===== src/hdl/hba_pkg.sv =====
package hba_pkg;

    localparam int LEVEL_W    = 6;
    localparam int FANOUT     = 64;
    localparam int WORD_W     = 2 * LEVEL_W;
    localparam int SLOT_W     = 3 * LEVEL_W;
    localparam int LEAF_DEPTH = FANOUT * FANOUT;
    localparam int SLOT_SPACE = 1 << SLOT_W;
    localparam int SLOT_COUNT = 262144;

    // usable slots, capped at what the store can hold
    localparam logic [SLOT_W:0] SLOT_LIMIT = (SLOT_COUNT > SLOT_SPACE) ?
        (SLOT_W + 1)'(SLOT_SPACE) : (SLOT_W + 1)'(SLOT_COUNT);

    localparam logic KIND_ALLOC = 1'b0;
    localparam logic KIND_FREE  = 1'b1;

    typedef logic [FANOUT-1:0]  map_word_t;
    typedef logic [LEVEL_W-1:0] lvl_idx_t;
    typedef logic [WORD_W-1:0]  word_idx_t;
    typedef logic [SLOT_W-1:0]  slot_t;

    typedef enum logic [1:0] {
        ST_OK       = 2'd0,
        ST_FULL     = 2'd1,
        ST_BAD_FREE = 2'd2
    } status_t;

    typedef enum logic [2:0] {
        S_CLEAR,
        S_IDLE,
        S_ROOT,
        S_MID,
        S_LEAF,
        S_FREE_RD,
        S_FREE_UPD,
        S_DONE
    } state_t;

    typedef enum logic [1:0] {
        FZ_ROOT,
        FZ_MID,
        FZ_LEAF
    } fz_src_t;

    typedef struct packed {
        logic    ready;
        fz_src_t fz_src;
        logic    root_step;
        logic    mid_step;
        logic    leaf_step;
        logic    free_rd;
        logic    free_upd;
        logic    clear_wr;
        logic    out_load;
    } ctrl_t;

    typedef struct packed {
        logic req_valid;
        logic req_kind;
        logic fz_none;
        logic clear_last;
        logic out_free;
    } stat_t;

endpackage


===== src/hdl/hba_first_zero.sv =====
module hba_first_zero (
    input  hba_pkg::map_word_t word,
    output hba_pkg::lvl_idx_t  idx,
    output logic               none
);
    import hba_pkg::*;

    logic [63:0] z0;
    logic [31:0] z1;
    logic [15:0] z2;
    logic [7:0]  z3;
    logic [3:0]  z4;
    logic [1:0]  z5;

    // binary halving on the inverted word
    always_comb
    begin
        z0     = ~word;
        none   = (z0 == '0);
        idx[5] = (z0[31:0] == '0);
        z1     = idx[5] ? z0[63:32] : z0[31:0];
        idx[4] = (z1[15:0] == '0);
        z2     = idx[4] ? z1[31:16] : z1[15:0];
        idx[3] = (z2[7:0] == '0);
        z3     = idx[3] ? z2[15:8] : z2[7:0];
        idx[2] = (z3[3:0] == '0);
        z4     = idx[2] ? z3[7:4] : z3[3:0];
        idx[1] = (z4[1:0] == '0);
        z5     = idx[1] ? z4[3:2] : z4[1:0];
        idx[0] = ~z5[0];
    end
endmodule


===== config.mk =====
export PLATFORM = sky130hd
export DESIGN_NAME = hba_first_zero
export DESIGN_NICKNAME = d
export VERILOG_FILES = /design/src/hdl/hba_pkg.sv /design/src/hdl/hba_first_zero.sv
export SDC_FILE = /design/constraint.sdc
export NUM_CORES = 1
export LEC_CHECK = 0
export ABC_CLOCK_PERIOD_IN_PS = 2650
export BUFFER_PORTS_ARGS = -buffer_cell sky130_fd_sc_hd__buf_2
export CAP_MARGIN = 20
export CORE_MARGIN = 5
export CORE_UTILIZATION = 37
export DETAILED_ROUTE_END_ITERATION = 8
export PLACE_DENSITY = 0.93
export SYNTH_ARGS = -nofsm -noshare
export SYNTH_HDL_FRONTEND = slang
export SYNTH_SLANG_ARGS = --single-unit

===== constraint.sdc =====
create_clock -name vclk -period 2.65
set_clock_uncertainty 0.1 [all_clocks]
set_input_delay 0.1325 -clock vclk [all_inputs]
set_output_delay 0.1325 -clock vclk [all_outputs]
set_load 0.1 [all_outputs]

==> out/results.ini, run 1 <==
[synth]
ys_seq_area_share_pct=0
synthCells=127
syn-num-nets=191
syn_area_um2=828.3
synth_area_per_cell_um2=6.522
synth_area_leaders=nand4_1 9.8%, o21ai_0 7.3%, nand2_1 6.8%
synth_top_area_share_pct=9.819
synth_cell_type_count=40
ys_warn_count=0
netlist.top_cell.by_area=nand4_1

[grt]
gr-total-overflow=1
track_usage_pct=57.31
grt_max_degree=11

[run_status]
stop_stage=global routing (5_1_grt)
status=did not finish
error_message=[ERROR GRT-0232] Routing congestion too high. Check the congestion heatmap in the GUI.

[place]
hpwl_um=4483
pre_cts_slack_ps=-410.9
gp_congestion=1.145
io_buffers=71

[sta]
worst-ep-kind=output port
postGrtWorstEndpoint=idx[0]

[die]
die_y_um=57.32
rows=17
io-pin-count=71
dieWidth_um=57.32
initial_core_util_pct=38.18

through the flow:
step	utilization (%)	hold slack, ps	cells	cell area, µm²	TNS (ps)
CTS	88.75	618.0	293	1926	-540.6
detailed placement	84.03	618.0	290	1823	-806.5
global placement	84.03	598.1	290	1823	-636.2
floorplan	-	394.5	127	862.1	-5208
repair_timing:
item,CTS
hold buffers,0
pin swaps,11
setup buffers,3
resized for setup,17
setup endpoints to repair,3
gates cloned,0
cells in the mapped netlist, types with 4 or more instances:
master,n
nand4_1,13
o21ai_0,12
a21oi_1,6
nor2_1,10
nor4_1,4
nand3_1,6
nand2_1,15
or4_1,4
inv_1,4
o41ai_1,4
a31oi_1,6
layer usage:
layer	GRT usage, %	overflow
met1	55.69	0
met3	35.07	0
met5	9.524	0
met2	80.75	1
met4	56.29	0
logic make-up after synthesis:
kind of cell / share of synthesized area (%)
buf+inv: 2.869
mux: 1.359
simple gates: 52.27
compound gates: 43.51
==> run 2, diff against run 1 <==
ABC_CLOCK_PERIOD_IN_PS = 3400   (was 2650)
CORE_AREA = 5 5 66 68   (was default)
CORE_MARGIN = default   (was 5)
CORE_UTILIZATION = default   (was 37)
DIE_AREA = 0 0 71 73   (was default)
PLACE_DENSITY = default   (was 0.93)
PLACE_DENSITY_LB_ADDON = 0.15   (was default)
clock period = 3.4 ns   (was 2.65 ns; I/O delays follow)
==> run 2 against run 1 <==
  * The flow now finishes without violations
  * Synthesized area unchanged
  * Synthesized cell count unchanged
==> out/results.ini, run 2 <==
[power_and_ir_drop]
p_per_area_nw_per_um2=85.86
p_leak_nw=0.5622
power_switching_share_pct=56.91
power_switching_w=0.00006731
p_int_w=0.00005097
pwr-share-seq_pct=0
clkPwrFrac_pct=0
ir_drop_uv=48.80
combPwrFrac_pct=100.0

[setup_path]
slowest_delay_ps=630
path_buf_inv=3
crit_cells=12
critPathSlowestCell=or4_1
required_ps=3130
critical_path_class=primary input to output port
end_kind=output port
startpoint_type=primary input
crit_arrival_ps=2940
worstPathMaxFanout=6
worstPathCellList=buf_2 > nand4_1 > or4_1 > a311oi_4 > buf_4 > mux2_1 > o221ai_1 > nand2_1 > o2111ai_1 > a31oi_1 > and2_2 > buf_12
critical_path.top_delay_family=simple AND/OR/NAND/NOR gates

[sta]
fmax_mhz=311.8
hold_viol=0
worst_pin_slew_ps=497.3
fin_tns_setup_ps=0
drv_slew=0
relSlewSlack_pct=67.07
finalCriticalPeriod_ps=3207
finalSetupViolCount=0
fin_crit_sh_pct=94.32
grt_setup_unrepaired=false

[detailed_routing]
num_vias=1417
routed_via_density=5.601
routed_wirelength_um=4398
drc=0
dr.first_iter.drc_count=133
postRouteAntennaNets=0
firstDrtPassIters=4
avgRoutedWirePerCell_um=17.38

[cts]
cts.hold.buffers_added=0
cts_resized=0
cts_setup_buffers=0

[worst_hold_path]
holdPathStages=4
hp-class=primary input to output port

[place]
gp_congestion=0.9613
hpwl_um=3987
io_buffers=71
placed_cell_area_um2=1378

[grt]
antenna_found_initial=0
grt_max_degree=11
grt_pass1_wl_um=6831
grt_pass1_vias=1448
track_usage_pct=16.15
gr-total-overflow=0

[finish]
flops_and_latches=0
syn_to_final_growth_pct=66.31
drive_above_1_share_pct=45.81
fin_area_um2=1378
final-seq-area_um2=0
final.clkbuf_count=0
nets=269
final_common_cell=buf_2
fill_cells=453
num_antenna_cells=0
mostFrequentLayoutCells=67 x buf_2, 15 x nand2_1, 13 x nand4_1

[run_status]
status=completed

[flow_run]
max-cap-violations=0

[synth]
synth_top_area_share_pct=9.819
ys_seq_area_share_pct=0
ys_warn_count=0
syn-num-nets=191
synth_area_per_cell_um2=6.522
yosysMostFrequentCell=nand2_1
synthCells=127
syn_area_um2=828.3
synthTopCellsByCount=15 x nand2_1, 13 x nand4_1, 12 x o21ai_0
synth_area_leaders=nand4_1 9.8%, o21ai_0 7.3%, nand2_1 6.8%
synth_cell_type_count=40
netlist.top_cell.by_area=nand4_1

[die]
initial_core_util_pct=21.80
rows=23
die_y_um=73
core_area_um2=3799
dieWidth_um=71
io-pin-count=71
die_area_um2=5183

[run 2: cell counts after synthesis]
Identical to the previous run, type by type.
[run 2: cells by family (layout without fill, tap and decap cells)]
family          after synthesis  in the layout  share of synthesized area (%)
compound gates               47             47                          43.51
mux                           1              1                          1.359
simple gates                 73             73                          52.27
buf+inv                       6             82                          2.869
[run 2: final timing paths]
| check | from | slack [ps] | to |
|---|---|---|---|
| max | word[32] | 190 | idx[1] |
| min | word[63] | 780 | none |
[run 2: metal layers]
metal | vias to the layer above | part of all wire, % | GRT usage, %
li1 | 683 | - | -
met1 | 668 | 42 | 20.92
met2 | 64 | 48 | 29.15
met3 | 2 | 9.6 | 3.030
met4 | 0 | 0.39 | 0.8351
met5 | - | 0 | 0
[run 2: layout make-up]
type / count / area (µm²) / share of cell area (%)
inverters: 4 / 15.01 / 1.090
multi-input cells: 121 / 832.0 / 60.40
well taps: 50 / 62.56 / 4.541
repair buffers: 78 / 467.9 / 33.97
[run 2: stage by stage]
stage / power (W) / cells / hold slack (ps) / worst slack [ps] / utilization (%)
floorplan: 0.00004784 / 127 / 469.5 / -627.1 / -
global placement: 0.0001186 / 253 / 779.9 / 220.2 / 36.26
detailed placement: 0.0001178 / 253 / 786.3 / 216.0 / 36.26
CTS: 0.0001184 / 253 / 787.0 / 201.1 / 36.26
global route: 0.0001289 / 253 / 816.9 / 50.27 / 36.26
finish: 0.0001183 / 253 / 781.8 / 193.2 / 36.26
[run 2: worst min-delay path, stage by stage]
cell and delay (ps):
buf_2 100, nand4_1 120, nor4_4 40, buf_2 280
[run 2: power groups by stage]
| stage | registers [W] | logic (W) | clock network (W) |
|---|---|---|---|
| floorplan | 0 | 0.0000478 | 0 |
| global placement | 0 | 0.000119 | 0 |
| detailed placement | 0 | 0.000118 | 0 |
| CTS | 0 | 0.000118 | 0 |
| global route | 0 | 0.000129 | 0 |
| finish | 0 | 0.000118 | 0 |
(Power assumes the default switching activity.)
