<file path="src/hdl/hba_pkg.sv">
package hba_pkg;

    localparam int LEVEL_W    = 6;
    localparam int FANOUT     = 64;
    localparam int WORD_W     = 2 * LEVEL_W;
    localparam int SLOT_W     = 3 * LEVEL_W;
    localparam int LEAF_DEPTH = FANOUT * FANOUT;
    localparam int SLOT_SPACE = 1 << SLOT_W;
    localparam int SLOT_COUNT = 262144;

    // usable slots, capped at what the store can hold
    localparam logic [SLOT_W:0] SLOT_LIMIT = (SLOT_COUNT > SLOT_SPACE) ?
        (SLOT_W + 1)'(SLOT_SPACE) : (SLOT_W + 1)'(SLOT_COUNT);

    localparam logic KIND_ALLOC = 1'b0;
    localparam logic KIND_FREE  = 1'b1;

    typedef logic [FANOUT-1:0]  map_word_t;
    typedef logic [LEVEL_W-1:0] lvl_idx_t;
    typedef logic [WORD_W-1:0]  word_idx_t;
    typedef logic [SLOT_W-1:0]  slot_t;

    typedef enum logic [1:0] {
        ST_OK       = 2'd0,
        ST_FULL     = 2'd1,
        ST_BAD_FREE = 2'd2
    } status_t;

    typedef enum logic [2:0] {
        S_CLEAR,
        S_IDLE,
        S_ROOT,
        S_MID,
        S_LEAF,
        S_FREE_RD,
        S_FREE_UPD,
        S_DONE
    } state_t;

    typedef enum logic [1:0] {
        FZ_ROOT,
        FZ_MID,
        FZ_LEAF
    } fz_src_t;

    typedef struct packed {
        logic    ready;
        fz_src_t fz_src;
        logic    root_step;
        logic    mid_step;
        logic    leaf_step;
        logic    free_rd;
        logic    free_upd;
        logic    clear_wr;
        logic    out_load;
    } ctrl_t;

    typedef struct packed {
        logic req_valid;
        logic req_kind;
        logic fz_none;
        logic clear_last;
        logic out_free;
    } stat_t;

endpackage

</file>
<file path="src/hdl/hba_seq.sv">
module hba_seq (
    input  logic           clk,
    input  logic           rst_n,
    input  hba_pkg::stat_t stat,
    output hba_pkg::ctrl_t ctrl
);
    import hba_pkg::*;

    state_t state_reg;
    state_t state_next;

    always_ff @(posedge clk or negedge rst_n)
    begin
        if (!rst_n)
            state_reg <= S_CLEAR;
        else
            state_reg <= state_next;
    end

    always_comb
    begin
        state_next = state_reg;
        unique case (state_reg)
            S_CLEAR:
                if (stat.clear_last)
                    state_next = S_IDLE;
            S_IDLE:
                if (stat.req_valid)
                    state_next = (stat.req_kind == KIND_FREE) ? S_FREE_RD : S_ROOT;
            S_ROOT:
                state_next = stat.fz_none ? S_DONE : S_MID;
            S_MID:
                state_next = stat.fz_none ? S_DONE : S_LEAF;
            S_LEAF:
                state_next = S_DONE;
            S_FREE_RD:
                state_next = S_FREE_UPD;
            S_FREE_UPD:
                state_next = S_DONE;
            S_DONE:
                if (stat.out_free)
                    state_next = S_IDLE;
            default:
                state_next = S_CLEAR;
        endcase
    end

    always_comb
    begin
        ctrl           = '0;
        ctrl.fz_src    = FZ_LEAF;
        unique case (state_reg)
            S_CLEAR:    ctrl.clear_wr = 1'b1;
            S_IDLE:     ctrl.ready    = 1'b1;
            S_ROOT:
            begin
                ctrl.fz_src    = FZ_ROOT;
                ctrl.root_step = 1'b1;
            end
            S_MID:
            begin
                ctrl.fz_src   = FZ_MID;
                ctrl.mid_step = 1'b1;
            end
            S_LEAF:     ctrl.leaf_step = 1'b1;
            S_FREE_RD:  ctrl.free_rd   = 1'b1;
            S_FREE_UPD: ctrl.free_upd  = 1'b1;
            S_DONE:     ctrl.out_load  = stat.out_free;
            default:    ctrl.clear_wr  = 1'b0;
        endcase
    end
endmodule

</file>
<file path="config.mk">
export PLATFORM = sky130hd
export DESIGN_NAME = hba_seq
export DESIGN_NICKNAME = d
export VERILOG_FILES = /design/src/hdl/hba_pkg.sv /design/src/hdl/hba_seq.sv
export SDC_FILE = /design/constraint.sdc
export NUM_CORES = 1
export LEC_CHECK = 0
export BUFFER_PORTS_ARGS = -buffer_cell sky130_fd_sc_hd__buf_2
export CORE_AREA = 2 2 39 41
export DETAILED_ROUTE_END_ITERATION = 16
export DIE_AREA = 0 0 41 43
export GPL_TIMING_DRIVEN = 0
export SETUP_SLACK_MARGIN = 0.5
export SLEW_MARGIN = 20
export SYNTH_ARGS = -nofsm -noshare
export SYNTH_HDL_FRONTEND = slang
export SYNTH_SLANG_ARGS = --single-unit
</file>
<file path="constraint.sdc">
create_clock -name clk -period 2.7 [get_ports clk]
set_input_delay 0 -clock clk [delete_from_list [all_inputs] [get_ports clk]]
set_output_delay 0 -clock clk [all_outputs]
set_load 0.005 [all_outputs]
</file>
# Word level (Yosys, flattened, before mapping)
# Index checks and enable logic that the tools add are counted.
word_totals:
  register_bits: 3
classes:
  n_eq_ne: 10
  mux: 16
  n_reduce_logical: 3
ops:
  columns: ["op", "count"]
  rows:
  - ["$pmux W3 S7", 1]
  - ["$mux W3", 5]
  - ["$eq A3 B3 Y1 const B", 4]
  - ["$mux W1", 8]
  - ["$eq A3 B2 Y1 const B", 2]
  - ["$ne A2 B2 Y1 const B", 3]
  - ["$pmux W2 S2", 1]
  - ["$eq A3 B1 Y1 const B", 1]
  - ["$logic_not A3 Y1", 1]
  - ["$reduce_and A3 Y1", 1]
  - ["$mux W2", 1]
  - ["$reduce_or A2 Y1", 1]

# Logic depth before layout (Yosys ltp)
# Gate-level depths: netlist of run 1.
logic_depth:
  ltp_word: 3
  mapped_depth: 5
  mapped_depth_nobuf: 3

# Worst setup path after synthesis of run 1
# OpenSTA, ideal clock, no wires.
synth_path:
  path_type: "reg2reg"
  from: "register state_reg[1]"
  to: "register state_reg[0]"
  arrival_ns: 0.861
  required_time_ns: 2.579
  setup_slack_ns: 1.718
  path_stages_with_launch: 5
  n_path_buf: 1
  cell_sequence: "dfrtp_1 buf_6 nor3_2 a31oi_1 o22a_1"
synth_between:
  elab_chain_cells: 3
synth_rtl:
  columns: ["element", "line_no", "text"]
  rows:
  - ["start: declaration", "hba_seq.sv:9", "state_t state_reg;"]
  - ["start signal: assignment", "hba_seq.sv:17", "state_reg <= state_next;"]
  - ["$eq A3 B3 Y1, or another cell as far along", "hba_seq.sv:23", "unique case (state_reg)"]
  - ["$reduce_or A2 Y1 (no line) or $ne A2 B2 Y1 (tied branches)", null, null]
  - ["$pmux W3 S7 or $reduce_and A3 Y1 (tied branches)", null, null]
# Several ways; a longest one is shown, not always the timed one.
# A chain may end at the register's enable or synchronous reset.

==> results of run 1 <==
[cell usage after synthesis, drive strengths merged, types with 2 or more instances]
master / n
buf: 4
nand3: 2
nor3: 4
dfrtp: 3
nor2: 6
nand2: 3
inv: 4
[path summary, 6_finish.rpt]
kind / start / endpoint / slack (ns) / cells past startpoint
worst max-delay path: state_reg[2] / ctrl[7] / 1.45 / 6
worst min-delay path: stat[4] / state_reg[1] / 0.04 / 3
worst max register to register: state_reg[1] / state_reg[0] / 1.65 / 4
worst min register to register: state_reg[1] / state_reg[1] / 0.60 / 2
max in group asynchronous: rst_n / state_reg[0] / 2.50 / 2
min in group asynchronous: rst_n / state_reg[1] / 0.08 / 2
[cell families after synthesis]
kind of cell,share of synthesized area
flip-flops,0.296
AO/OA/AOI/OAI,0.182
buffers and inverters,0.197
AND/OR/NAND/NOR,0.325
[what timing repair did]
action | in CTS | in global routing
hold buffers | 1 | 0
endpoints found under the hold margin | 3 | 0
gates resized for setup | 0 | 0
[worst min-delay path: cells and delay by family]
| kind | cells | cell delay [ns] |
|---|---|---|
| simple gates | 1 | 0.07 |
| buf+inv | 1 | 0.11 |
| compound gates | 1 | 0.05 |
[layout make-up]
class | instances | share of cell area
Timing Repair Buffer | 17 | 0.231
Tap cell | 16 | 0.0513
Buffer | 4 | 0.0897
Sequential cell | 3 | 0.192
Inverter | 4 | 0.0385
Clock buffer | 4 | 0.0673
Multi-Input combinational cell | 23 | 0.330
[power groups by stage]
stage	combinational [uW]	sequential (uW)	clock [uW]
detailed placement	221	74.6	0
global placement	220	74.4	0
finish	221	73.8	84.3
global route	247	75.3	88.0
floorplan	154	73.1	0
CTS	223	74.2	84.9
[stage by stage]
step / instance area, um^2 / std cells / worst slack (ns)
after floorplan: 254 / 34 / 1.72
final: 390 / 71 / 1.45
after global placement: 354 / 66 / 1.68
after CTS: 390 / 71 / 1.44
after global routing: 390 / 71 / 1.28
after detailed placement: 354 / 66 / 1.66
[metal layers]
metal	routed length, um	vias to the layer above	share of wire	track usage
met3	36	2	0.058	0.0314
met4	10	0	0.016	0.100
met5	0	-	0	0
li1	-	153	-	-
met1	264	131	0.42	0.103
met2	315	10	0.50	0.106
==> results.yml, run 1 <==
yosys:
  synth_nets: 41
  seq_area_frac_synth: 0.296
  synth-seq-cells: 3
  yosysTopAreaCell: "dfrtp_1"
  synth_ff_type: "dfrtp_1"
  syn_inst: 34
  syn_avg_cell_area_um2: 7.47
  synthTopCellsByArea: "dfrtp_1 (30%), buf_6 (8.9%), nor2_1 (8.9%)"
  yosysUniqueCellTypes: 18
  yosys_warnings: 0
  async_flop_share: 1.00
  synth_edf_count: 0
  mappedNetlistArea_um2: 254
  synth_top_area_share: 0.296
critical_path:
  start_kind: "flop"
  cpLargestDelayFamily: "buffers and inverters"
  crit_slowest_cell: "dfrtp_1"
  path_max_fanout: 10
  worstPathRequired_ns: 2.70
  path_class: "flop to primary output"
  cpPeakStageDelay_ns: 0.35
  path_cells: "buf_2, inv_1, nand2_1, nor2_1, buf_4, buf_2"
  worstPathArrival_ns: 1.25
  path_common_cell: "buf_2"
  path_buf_inv: 4
  endpoint_kind: "primary output"
placed_design:
  portBuffers: 16
  place_congestion: 0.680
  dp_hpwl_um: 466
finish:
  drive_gt1_frac: 0.473
  multi_input_area_um2: 129
  seqCellArea_um2: 75.1
  largest_reg_flops: 3
  mostFrequentLayoutCells: "buf_2 (17), nor2_1 (6), inv_1 (4)"
  synthToLayoutAreaGrowth_pct: 53.7
  final_net_count: 63
  fillers: 157
  final_util: 0.282
  n_antenna_cell: 0
  layout_commonest_cell: "buf_2"
power_and_ir_drop:
  p_int_uw: 226
  peakVddDrop_mv: 0.282
  leakage_uw: 0.000215
  clkPwrFrac: 0.223
  totalPowerFinal_uw: 379
  power_frac_comb: 0.583
  switchingPower_uw: 152
  switching_share: 0.402
  seq_power_share: 0.195
  cellPowerDensity_mw_per_mm2: 970
grt:
  antenna_found_initial: 0
  first_global_vias: 267
  grt_max_degree: 11
  grtUsageTotal: 0.0874
  grt_overflow: 0
  grt_pass1_wl_um: 972
clocking:
  htreeDepth: 1
  clock_latency_ns: 0.24
  cts_root_buffer: "clkbuf_4"
  postCtsSetupRepairBufs: 0
  cts.clk_slew.worst_paths_ns: 0.04
  numCtsBuffers: 3
  cts_tree: "yes"
  clock_sinks: 3
  ctsLongestPathBuffers: 2
detailed_routing:
  finalWirelength_um: 626
  ant_nets: 0
  vias_per_cell: 4.17
  drc_errors: 0
  routed-via-count: 296
  drt_first_pass_iters: 4
  drt-initial-drc-count: 5
  wl_per_cell_um: 8.82
die:
  io_pins: 17
  coreArea_mm2: 0.00138
  fp.dieH_um: 43
  die_w_um: 41
  initial_core_util: 0.184
  rows: 14
  die_area_mm2: 0.00176
sta:
  skew_ns: 0.00573
  hold_viol: 0
  period_share: 0.463
  relSlewSlack: 0.860
  worst_pin_slew_ns: 0.208
  holdWs_ns: 0.0436
  fmax_mhz: 800
  finalSetupTns_ns: 0
  rsz0062_at_grt: "no"
  report.final.slew_viol_count: 0
  fin_crit_ns: 1.25
  final-setup-viol-count: 0
job:
  drv_cap: 0
min_path:
  hp-class: "input pin to flop"
outcome:
  status: "finished, final reports clean"
Note: power is estimated with default switching activity, not from simulation.
==> run 2: changes to the inputs <==
==> constraint.sdc (replaced) <==
create_clock -name clk -period 1.1 [get_ports clk]
set_input_delay 0 -clock clk [delete_from_list [all_inputs] [get_ports clk]]
set_output_delay 0 -clock clk [all_outputs]
set_load 0.005 [all_outputs]
==> run 2 against run 1 <==
The run now ends with negative setup slack left; core utilization is 11 points higher; largest power group unchanged; clock-buffer cell count stayed put; hold slack better by 0.012 ns; clock power is 140% higher; register-to-register slack worse by 1.6 ns; critical path depth stayed put; final cell count is 11% higher; wire length is 38% higher; largest cell class is now non-clock buffers; critical endpoint unchanged; flip-flop and latch count stayed put; non-clock buffer count is 8 higher; power grew to 3.6 times the previous value; global-route usage is 3.4 points higher.
==> results.yml, run 2 (same netlist as run 1, synthesis figures left out) <==
detailed_routing:
  wl_per_cell_um: 11.0
  drt_first_pass_iters: 4
  vias_per_cell: 4.43
  drc_errors: 0
  routed-via-count: 350
  ant_nets: 0
  finalWirelength_um: 867
  drt-initial-drc-count: 15
clocking:
  clock_latency_ns: 0.24
  clock_sinks: 3
  numCtsBuffers: 3
  cts_root_buffer: "clkbuf_4"
  cts.clk_slew.worst_paths_ns: 0.04
  cts_tree: "yes"
  htreeDepth: 1
  ctsLongestPathBuffers: 2
finish:
  seqCellArea_um2: 75.1
  synthToLayoutAreaGrowth_pct: 112
  drive_gt1_frac: 0.730
  fillers: 147
  largest_reg_flops: 3
  mostFrequentLayoutCells: "buf_2 (15), buf_4 (7), buf_6 (6), clkbuf_4 (3), dfrtp_1 (3)"
  postLayoutCellArea_um2: 538
  final_net_count: 71
  layout_commonest_cell: "buf_2"
  n_antenna_cell: 0
  multi_input_area_um2: 191
sta:
  fmax_mhz: 893
  fin_crit_ns: 1.12
  setup_ws_ns: -0.0195
  hold_viol: 0
  period_share: 1.02
  report.final.slew_viol_count: 0
  skew_ns: 0.000102
  relSlewSlack: 0.888
  worst_pin_slew_ns: 0.168
  rsz0062_at_grt: "yes"
  final-setup-viol-count: 1
critical_path:
  start_kind: "flop"
  worstPathArrival_ns: 1.12
  endpoint_kind: "primary output"
  cpPeakStageDelay_ns: 0.36
  path_buf_inv: 4
  worstSetupPathDepth: 6
  path_max_fanout: 6
  worstPathRequired_ns: 1.10
  crit_slowest_cell: "dfrtp_1"
  path_class: "flop to primary output"
  path_common_cell: "buf_6"
  cpLargestDelayFamily: "buffers and inverters"
  r2r_cells: 5
  path_cells: "buf_6, inv_4, nand2_4, nor2_4, buf_6, buf_6"
grt:
  first_global_vias: 343
  grt_max_degree: 9
  grt_overflow: 0
  grt_pass1_wl_um: 1370
  grtUsageTotal: 0.122
  antenna_found_initial: 0
placed_design:
  portBuffers: 16
  dp_hpwl_um: 502
  place_congestion: 0.680
  placed_area_um2: 373
job:
  drv_cap: 0
die:
  fp.dieH_um: 43
  die_area_mm2: 0.00176
  io_pins: 17
  die_w_um: 41
  coreArea_mm2: 0.00138
  rows: 14
  initial_core_util: 0.184
power_and_ir_drop:
  peakVddDrop_mv: 0.679
  cellPowerDensity_mw_per_mm2: 2550
  leakage_uw: 0.000277
  totalPowerFinal_uw: 1370
outcome:
  status: "finished, violations left"
  violations: "negative setup slack"
min_path:
  hp-class: "input pin to flop"
  hold_path_depth: 3
[run 2: cell types whose count changed in the layout (fill, tap and decap cells not counted), moves of 2 or more]
cell	delta
nand2_1	-2
nor2_1	-4
nor2_2	+2
nand2_4	+2
nor3_1	-2
buf_4	+6
nor2_4	+2
buf_6	+4
inv_4	+2
buf_2	-2
inv_1	-2
[run 2: timing repair]
action / in CTS / in global routing
gates resized for setup: 13 / 5
hold buffers: 1 / 0
setup buffers: 7 / 1
hold endpoints to repair: 3 / 0
pin swaps: 5 / 4
endpoints found under the setup margin: 13 / 13
[run 2: path summary, 6_finish.rpt]
check | from | slack [ns] | end
max | state_reg[2] | -0.02 | ctrl[7]
max in group asynchronous | rst_n | 0.91 | state_reg[2]
max reg2reg | state_reg[2] | 0.03 | state_reg[1]
min | stat[3] | 0.06 | state_reg[2]
min in group asynchronous | rst_n | 0.08 | state_reg[1]
min reg2reg | state_reg[1] | 0.73 | state_reg[2]
[run 2: layout make-up]
| class | count | area share |
|---|---|---|
| Sequential cell | 3 | 0.140 |
| Multi-Input combinational cell | 23 | 0.356 |
| Timing Repair Buffer | 25 | 0.298 |
| Inverter | 4 | 0.0372 |
| Tap cell | 16 | 0.0372 |
| Buffer | 4 | 0.0837 |
| Clock buffer | 4 | 0.0488 |
[run 2: worst reg2reg max path: cells and delay by family, from the launching register on]
| kind | cells | cell delay [ns] |
|---|---|---|
| compound gates | 2 | 0.20 |
| flops | 1 | 0.36 |
| buf+inv | 3 | 0.37 |
[run 2: through the flow]
step | std cells | hold WS [ns] | setup WS (ns) | setup TNS [ns] | util
after floorplan | 34 | -0.296 | 0.182 | 0 | -
after global placement | 66 | -0.203 | 0.143 | 0 | 0.269
after detailed placement | 66 | -0.199 | 0.116 | 0 | 0.269
after CTS | 78 | 0.0444 | -0.0321 | -0.0383 | 0.370
after global routing | 79 | 0.0452 | -0.0663 | -0.383 | 0.389
final | 79 | 0.0554 | -0.0195 | -0.0195 | 0.389
[run 2: report_power, final]
part           switching, uW  leakage, uW  internal (uW)
Sequential              24.0    0.0000311            157
Clock                   66.9    0.0000150            137
Combinational            470     0.000231            516
Total                    561     0.000277            810
[run 2: routing by layer]
layer / part of all wire / global-route usage / up-vias / wire, um
met4: 0 / 0.120 / 0 / 0
met3: 0.054 / 0.0314 / 0 / 47
met1: 0.34 / 0.127 / 160 / 298
met5: 0 / 0 / - / 0
li1: - / - / 174 / -
met2: 0.60 / 0.181 / 16 / 521
==> run 3: changes to the inputs <==
--- a/config.mk
+++ b/config.mk
@@ -10,6 +10,7 @@
 export DETAILED_ROUTE_END_ITERATION = 16
 export DIE_AREA = 0 0 41 43
 export GPL_TIMING_DRIVEN = 0
+export PLACE_DENSITY_LB_ADDON = 0.25
 export SETUP_SLACK_MARGIN = 0.5
 export SLEW_MARGIN = 20
 export SYNTH_ARGS = -nofsm -noshare
==> run 3 against run 2 <==
The flow now finishes without violations; clock-buffer cell count stayed put; wire length is 12% lower; critical path depth stayed put; largest power group unchanged.
==> results.yml, run 3 (same netlist as run 1, synthesis figures left out) <==
critical_path:
  path_max_fanout: 7
  path_class: "flop to primary output"
  crit_path_start: "state_reg[2]"
  r2r-start: "state_reg[0]"
  worstPathRequired_ns: 1.10
  r2r_cells: 4
  start_kind: "flop"
  reg2reg_slack_ns: 0.02
  endpoint_kind: "primary output"
  worstPathArrival_ns: 1.09
finish:
  postLayoutCellArea_um2: 569
  n_antenna_cell: 0
  synthToLayoutAreaGrowth_pct: 124
  mostFrequentLayoutCells: "buf_2 (14), buf_6 (7), buf_4 (7)"
  fillers: 148
  final_util: 0.411
  largest_reg_flops: 3
  layout_commonest_cell: "buf_2"
  final_net_count: 71
  drive_gt1_frac: 0.746
  finalNonFillerCells: 79
grt:
  grt_overflow: 0
  first_global_vias: 332
  gr-usage-met3: 0.0524
  antenna_found_initial: 0
  grtUsageTotal: 0.110
  use_met1: 0.123
  busiest_layer: "met2"
  grt_pass1_wl_um: 1280
  grt_max_degree: 8
  met2_usage: 0.163
die:
  initial_core_util: 0.184
  fp.dieH_um: 43
  coreArea_mm2: 0.00138
  io_pins: 17
  rows: 14
  die_w_um: 41
  die_area_mm2: 0.00176
sta:
  hold_viol: 0
  setup_ws_ns: 0.0120
  finalSetupTns_ns: 0
  fmax_mhz: 919
  report.final.slew_viol_count: 0
  rsz0062_at_grt: "yes"
  period_share: 0.989
  relSlewSlack: 0.881
  fin_crit_ns: 1.09
  worst_pin_slew_ns: 0.178
  final-setup-viol-count: 0
  skew_ns: 0.000926
power_and_ir_drop:
  cellPowerDensity_mw_per_mm2: 2500
  leakage_uw: 0.000284
  peakVddDrop_mv: 0.725
min_path:
  hold_path_depth: 3
  hold_path.startpoint: "stat[4]"
  hp-class: "input pin to flop"
detailed_routing:
  wl_per_cell_um: 9.70
  routed-via-count: 346
  drc_errors: 0
  drt_first_pass_iters: 4
  drt-initial-drc-count: 2
  ant_nets: 0
  finalWirelength_um: 766
  vias_per_cell: 4.38
clocking:
  clock_latency_ns: 0.23
  ctsLongestPathBuffers: 2
  htreeDepth: 1
  numCtsBuffers: 3
  cts.clk_slew.worst_paths_ns: 0.04
  clock_sinks: 3
  cts_tree: "yes"
  cts_root_buffer: "clkbuf_4"
placed_design:
  dp.cells: 66
  portBuffers: 16
  place_congestion: 0.704
  dp_slack_ns: 0.120
  placed_area_um2: 373
  dp_hpwl_um: 500
outcome:
  status: "finished, final reports clean"
job:
  drv_cap: 0
-- run 3: cell count changes in the layout (fill, tap and decap cells not counted) --
cell     previous run  this run
nand2_2             0         1
a31oi_1             1         0
and3_4              0         1
nor2_1              2         3
nor3_4              1         2
nand2_1             1         0
nor2_2              2         1
buf_6               6         7
buf_2              15        14
and3_2              1         0
a31oi_4             0         1
nor3_2              2         1
-- run 3: worst max-delay path: stages, from the launching register on --
cell	delay, ns
dfrtp_1	0.36
buf_6	0.13
inv_4	0.05
nand2_4	0.05
nor2_4	0.08
buf_6	0.09
buf_6	0.08
-- run 3: stage by stage --
| step | hold WS [ns] | power (uW) |
|---|---|---|
| final | 0.0468 | 1420 |
| after global routing | 0.0603 | 1540 |
| after CTS | 0.0459 | 1290 |
| after detailed placement | -0.202 | 784 |
| after global placement | -0.200 | 781 |
| after floorplan | -0.296 | 607 |
-- run 3: routing by layer --
layer / part of all wire / wire [um]
met5: 0 / 0
met1: 0.39 / 298
met2: 0.53 / 406
met4: 0 / 0
met3: 0.080 / 61
-- run 3: final cells by class --
cell class              count  area, um^2  area share
multi-input cells          23         216       0.380
repair buffers             25         166       0.292
flip-flops and latches      3        75.1       0.132
plain buffers               4        45.0      0.0791
clock buffers               4        26.3      0.0462
inverters                   4        20.0      0.0352
well taps                  16        20.0      0.0352
-- run 3: power breakdown --
| part | leakage [uW] | internal, uW | switching [uW] |
|---|---|---|---|
| registers | 0.0000311 | 158 | 29.9 |
| logic | 0.000238 | 558 | 484 |
| clock network | 0.0000150 | 136 | 58.3 |
| total | 0.000284 | 852 | 572 |
-- run 3: timing repair --
action | in CTS | in global routing
gates resized for setup | 13 | 10
pin swaps | 6 | 5
hold buffers | 1 | 0
endpoints found under the hold margin | 3 | 0
gates cloned | 1 | 0
setup buffers | 7 | 0
endpoints found under the setup margin | 13 | 13
-- run 3: worst paths after layout --
kind / end
max: ctrl[7]
min: state_reg[1]
max reg2reg: state_reg[0]
min reg2reg: state_reg[0]
max in group asynchronous: state_reg[2]
min in group asynchronous: state_reg[0]
